[src/sv/von_mises_equivalent_stress_top_assert.svh]
// ----------------------------------------------------------------------------
// Von Mises stress assertion macros
// Shared concurrent assertion forms, clocked on i_clk and held off in reset.
// ----------------------------------------------------------------------------
`ifndef VON_MISES_EQUIVALENT_STRESS_TOP_ASSERT_SVH
`define VON_MISES_EQUIVALENT_STRESS_TOP_ASSERT_SVH

// Same-cycle implication.
`define VMES_ASSERT_NOW(label, ante, cons) \
    label: assert property (@(posedge i_clk) disable iff (!i_rst_n) (ante) |-> (cons)) \
        else $error("von Mises stress assertion failed");

// Next-cycle implication.
`define VMES_ASSERT_NEXT(label, ante, cons) \
    label: assert property (@(posedge i_clk) disable iff (!i_rst_n) (ante) |=> (cons)) \
        else $error("von Mises stress assertion failed");

`endif

[src/sv/vmes_pkg.sv]
// ----------------------------------------------------------------------------
// Von Mises stress package
// Widths and types shared by the stress pipeline modules.
// ----------------------------------------------------------------------------
package vmes_pkg;

    localparam int STRESS_WIDTH = 24;
    localparam int DIFF_W       = STRESS_WIDTH + 1;
    localparam int DSQ_W        = 2 * STRESS_WIDTH + 1;
    localparam int SSQ_W        = 2 * STRESS_WIDTH - 1;
    localparam int NSUM_W       = DSQ_W + 2;
    localparam int SSUM_W       = SSQ_W + 2;
    localparam int HALF_W       = NSUM_W - 1;
    localparam int SH3_W        = SSUM_W + 2;
    localparam int RAD_W        = ((HALF_W > SH3_W) ? HALF_W : SH3_W) + 1;
    localparam int ROOT_W       = RAD_W / 2;
    localparam int OUT_W        = 25;
    localparam int CMP_W        = (ROOT_W > OUT_W) ? ROOT_W : OUT_W;
    localparam int PREP_STAGES  = 5;

    localparam logic [OUT_W-1:0] OUT_MAX = {OUT_W{1'b1}};

    typedef logic signed [STRESS_WIDTH-1:0] t_stress;
    typedef logic signed [DIFF_W-1:0]       t_diff;
    typedef logic        [RAD_W-1:0]        t_rad;
    typedef logic        [ROOT_W-1:0]       t_root;
    typedef logic        [OUT_W-1:0]        t_result;

    typedef struct packed {
        logic en;
        logic valid;
    } t_pipe_ctl;

endpackage

[src/sv/vmes_sqrt.sv]
// ----------------------------------------------------------------------------
// Von Mises square root pipeline
// Pipelined floor square root, one root bit per stage, then a saturating
// output register.
// ----------------------------------------------------------------------------
module vmes_sqrt (
    input  logic                i_clk,
    input  logic                i_rst_n,
    input  vmes_pkg::t_pipe_ctl i_ctl,
    input  vmes_pkg::t_rad      i_rad,
    output logic                o_valid,
    output vmes_pkg::t_result   o_result
);
    import vmes_pkg::*;

    logic [ROOT_W-1:0] r_vld;
    t_rad              r_rem  [ROOT_W-1];
    t_root             r_root [ROOT_W];
    logic              r_out_valid;
    t_result           r_result;

    logic [CMP_W-1:0]  root_wide;

    genvar k;
    generate
        for (k = 0; k < ROOT_W; k++) begin : g_stage
            localparam int BI = ROOT_W - 1 - k;
            t_rad  rem_in;
            t_root root_in;
            t_rad  trial;
            logic  take;

            if (k == 0) begin : g_first
                assign rem_in  = i_rad;
                assign root_in = '0;
            end else begin : g_rest
                assign rem_in  = r_rem[k-1];
                assign root_in = r_root[k-1];
            end

            assign trial = (RAD_W'(root_in) << (BI + 1)) | (RAD_W'(1) << (2 * BI));
            assign take  = (rem_in >= trial);

            always_ff @(posedge i_clk) begin
                if (!i_rst_n) begin
                    r_vld[k] <= 1'b0;
                end else if (i_ctl.en) begin
                    r_vld[k] <= (k == 0) ? i_ctl.valid : r_vld[(k == 0) ? 0 : k-1];
                end
            end

            always_ff @(posedge i_clk) begin
                if (i_ctl.en) begin
                    r_root[k] <= take ? (root_in | (ROOT_W'(1) << BI)) : root_in;
                end
            end

            if (k < ROOT_W - 1) begin : g_rem
                always_ff @(posedge i_clk) begin
                    if (i_ctl.en) begin
                        r_rem[k] <= take ? (rem_in - trial) : rem_in;
                    end
                end
            end
        end
    endgenerate

    assign root_wide = CMP_W'(r_root[ROOT_W-1]);

    always_ff @(posedge i_clk) begin
        if (!i_rst_n) begin
            r_out_valid <= 1'b0;
        end else if (i_ctl.en) begin
            r_out_valid <= r_vld[ROOT_W-1];
        end
    end

    always_ff @(posedge i_clk) begin
        if (i_ctl.en) begin
            r_result <= (root_wide > CMP_W'(OUT_MAX)) ? OUT_MAX : root_wide[OUT_W-1:0];
        end
    end

    assign o_valid  = r_out_valid;
    assign o_result = r_result;

endmodule

[config.mk]
export PLATFORM = sky130hd
export DESIGN_NAME = vmes_sqrt
export DESIGN_NICKNAME = d
export VERILOG_FILES = /design/src/sv/von_mises_equivalent_stress_top_assert.svh /design/src/sv/vmes_pkg.sv /design/src/sv/vmes_sqrt.sv
export SDC_FILE = /design/constraint.sdc
export NUM_CORES = 2
export LEC_CHECK = 0
export BUFFER_PORTS_ARGS = -buffer_cell sky130_fd_sc_hd__buf_2
export CELL_PAD_IN_SITES_DETAIL_PLACEMENT = 1
export CELL_PAD_IN_SITES_GLOBAL_PLACEMENT = 1
export CORE_MARGIN = 4
export CORE_UTILIZATION = 35
export CTS_BUF_LIST = sky130_fd_sc_hd__clkbuf_2
export DETAILED_ROUTE_END_ITERATION = 8
export MAX_ROUTING_LAYER = met4
export PLACE_DENSITY = 0.68
export SYNTH_ARGS = -nofsm -noshare
export SYNTH_HDL_FRONTEND = slang
export SYNTH_SLANG_ARGS = --single-unit
[constraint.sdc]
create_clock -name i_clk -period 4.63 [get_ports i_clk]
set_input_delay 0.2315 -clock i_clk [delete_from_list [all_inputs] [get_ports i_clk]]
set_output_delay 0.2315 -clock i_clk [all_outputs]
set_load 0.01 [all_outputs]
==> results by group <==
Run status
  – Run status: finished clean

STA
  – Setup_tns: 0 ps
  – Final hold violations: 0
  – Relative slew slack: 27.06%
  – Tightest Pin Transition: 1094 ps
  – Minimum clock period: 4273 ps
  – Setup Skew: 301.2 ps
  – Achievable clock frequency: 0.2340 GHz
  – Fin crit share: 92.29%
  – Final Max Slew Viols: 0
  – RSZ-0062 raised after global routing: no
  – Worst hold margin: 320.8 ps
  – Final setup vio count: 0

Cells and area
  – Filler Cell Count: 24580
  – Layout overhead on the synthesized area: 12.90%
  – Post-layout net count: 7471
  – Layout cells sized above 1: 12.97%

Pwr
  – Clock power share: 25.9%
  – Pwr Total: 39160 uW
  – Logic pwr share: 21.0%
  – Max VDD drop: 0.0003290 V
  – Pwr dens: 430.4 nW/um^2
  – Pint: 26420 uW
  – Psw: 12740 uW
  – Reg power frac: 53.1%
  – Switching Share: 32.53%
  – LEAKAGE: 0.03477 uW

Global route
  – First-pass GRT wire length: 322800 um
  – Grt met3 use: 2.797%
  – Tot GR Track Use: 17.73%
  – Grt ovf: 0
  – Antenna violations before repair: 6
  – GR peak layer: met2
  – Largest net degree at the start of global routing: 182
  – Met1 Usage GRT: 16.62%
  – Vias in the first global route: 57970
  – Met2 Track Usage GR: 34.37%

Routing
  – Vias per Instance: 5.113
  – DR vias: 53010
  – Final wirelength: 207100 um
  – Residual DRC count: 0
  – Initial drt markers: 2889
  – Wire length per cell: 19.97 um
  – 1st-pass router iterations: 5
  – Routed Antenna Nets: 0

Worst setup path
  – WS Path Type: reg2reg
  – Sequence of cells on the critical path: ha_1, nand4_1, or4_1, nor4_1, or3_1, nand2_1, or4_1, nor3_1, xor2_1
  – Crit path top cell by count: or4_1
  – Startpoint types: flip-flop
  – CP Max Fanout: 12
  – Critical Path RT: 6210 ps
  – Critical Path End Type: flip-flop
  – CP peak stage delay: 740 ps
  – CP max stage cell: nor4_1
  – Worst Path Arrival: 5860 ps

Yosys
  – Syn_nets: 6765
  – Yosys top cell area share: 62.44%
  – Async SR Flop Fraction: 0%
  – Most used standard cell by instance count after synthesis: edfxtp_1
  – Post-synth top area cell: edfxtp_1
  – Synthesized area per cell: 12.72 sq um
  – Yosys Warn Count: 0
  – Dominant cells by area after synthesis: edfxtp_1 62%, ha_1 5.8%, xnor2_1 3.2%
  – Synth cell count leaders: 1676 x edfxtp_1, 483 x inv_1, 411 x nand2_1
  – Synthesized area: 80600 sq um
  – Post-synth EDFFs: 1676
  – Cells after synthesis: 6336
  – Seq/Total Area, Yosys: 63.11%
  – Unique masters post-synth: 103
  – Ys flop type: edfxtp_1
  – Synth Register Bits: 1703

Floorplanning
  – Die height: 487.9 um
  – Die Area: 238000 sq um
  – Area of the core: 228200 sq um
  – Rows: 175
  – I/O pin count: 82
  – Initial Util: 35.33%
  – Die X: 487.9 um

Clock tree
  – Clk root buf: clkbuf_2
  – Clk sinks: 1703
  – Worst-path clk slew: 170 ps
  – CTS max path bufs: 4
  – # H-tree levels: 5
  – Post-CTS sizing: 0
  – CTS buffer count: 446
  – CTS tree: built
  – Clk_lat worst skew: 1950 ps

Flow run
  – Maxcap violations: 0

Placed design
  – # port buffers: 81
  – Hpwl dp: 141900 um
  – RePlAce Congestion: 0.9066

Hold path
  – Type of the tightest min-delay check: reg2reg
-- worst max-delay path, delay by kind of cell, from the launching register on --
family | cells | cell delay (ps)
flip-flops | 1 | 450
AND/OR/NAND/NOR | 7 | 2900
XOR/XNOR | 1 | 260
adder cells (fa/ha/maj) | 1 | 410
-- per-layer routing --
layer  part of all wire [%]  wire, um
met4                    5.3     11050
met5                      0         0
met3                    3.4      7015
met1                     35     72890
met2                     56    116100
-- final cells by class --
cell class | count | area (sq um) | share of cell area, %
inverter | 485 | 1821 | 2.001
clock buffer | 630 | 3153 | 3.465
sequential | 1703 | 50870 | 55.90
timing repair buffer | 373 | 3328 | 3.658
antenna | 10 | 25.02 | 0.02750
tap | 3009 | 3765 | 4.138
multi-input combinational | 4033 | 27500 | 30.23
clock inverter | 124 | 529.3 | 0.5816
-- registers in the layout (all words and copies together) (netlist names) --
register  count
r_rem      1300
r_vld        26
o_valid       1
o_result     25
r_root      351
-- stage by stage --
stage / std cells / area (sq um) / worst slack [ps] / utilization, %
CTS: 10360 / 90960 / 326.4 / 39.87
finish: 10370 / 90990 / 357.0 / 39.88
global placement: 9379 / 85020 / 499.4 / 37.26
detailed placement: 9379 / 85020 / 387.1 / 37.26
floorplan: 6336 / 80600 / 1417 / -
global route: 10370 / 90990 / 267.9 / 39.88
-- cells in the final DEF, fill, tap and decap left out, types with 64 or more instances in the layout --
| master | instances |
|---|---|
| nor2b_1 | 77 |
| a21oi_1 | 353 |
| o21a_1 | 64 |
| o21ai_0 | 289 |
| nand4_1 | 95 |
| dlygate4sd3_1 | 223 |
| nor3_1 | 175 |
| nor4_1 | 202 |
| clkinv_1 | 100 |
| nand3_1 | 104 |
| nor2_1 | 399 |
| buf_2 | 80 |
| ha_1 | 373 |
| a21o_1 | 152 |
| nand2_1 | 411 |
| inv_1 | 483 |
| xor2_1 | 265 |
| nand2b_1 | 68 |
| xnor2_1 | 299 |
| edfxtp_1 | 1676 |
| clkbuf_2 | 630 |
-- kinds of logic after synthesis --
family / count (synthesis) / synth area share [%]
compound gates: 1153 / 8.987
xor+xnor: 564 / 6.129
fa+ha+maj: 373 / 5.790
buf+inv: 600 / 2.866
flops: 1703 / 63.11
mux: 84 / 1.119
simple gates: 1859 / 12.00
-- final timing paths --
| check | cells past startpoint | endpoint | start | slack, ps |
|---|---|---|---|---|
| worst min register to register | 0 | r_rem[0][267] | r_rem[0][215] | 320 |
| worst max-delay path | 9 | r_rem[0][414] | r_rem[0][355] | 360 |
| worst max register to register | 9 | r_rem[0][414] | r_rem[0][355] | 360 |
| worst min-delay path | 0 | r_rem[0][267] | r_rem[0][215] | 320 |
-- power by group through the flow --
| stage | clock network (uW) | registers [uW] | logic (uW) |
|---|---|---|---|
| 3_5_place_dp | 0 | 21100 | 8010 |
| 4_1_cts | 10300 | 20700 | 8200 |
| 5_1_grt | 11400 | 21000 | 9160 |
| 2_1_floorplan | 0 | 20400 | 5850 |
| 3_3_place_gp | 0 | 21000 | 7740 |
| 6_report | 10100 | 20800 | 8230 |
-- repair_timing --
| action | CTS | global route |
|---|---|---|
| buffers inserted | 0 | 0 |
| endpoints found under the hold margin | 1756 | 0 |
| hold buffers | 224 | 0 |
(Power assumes the default switching activity.)
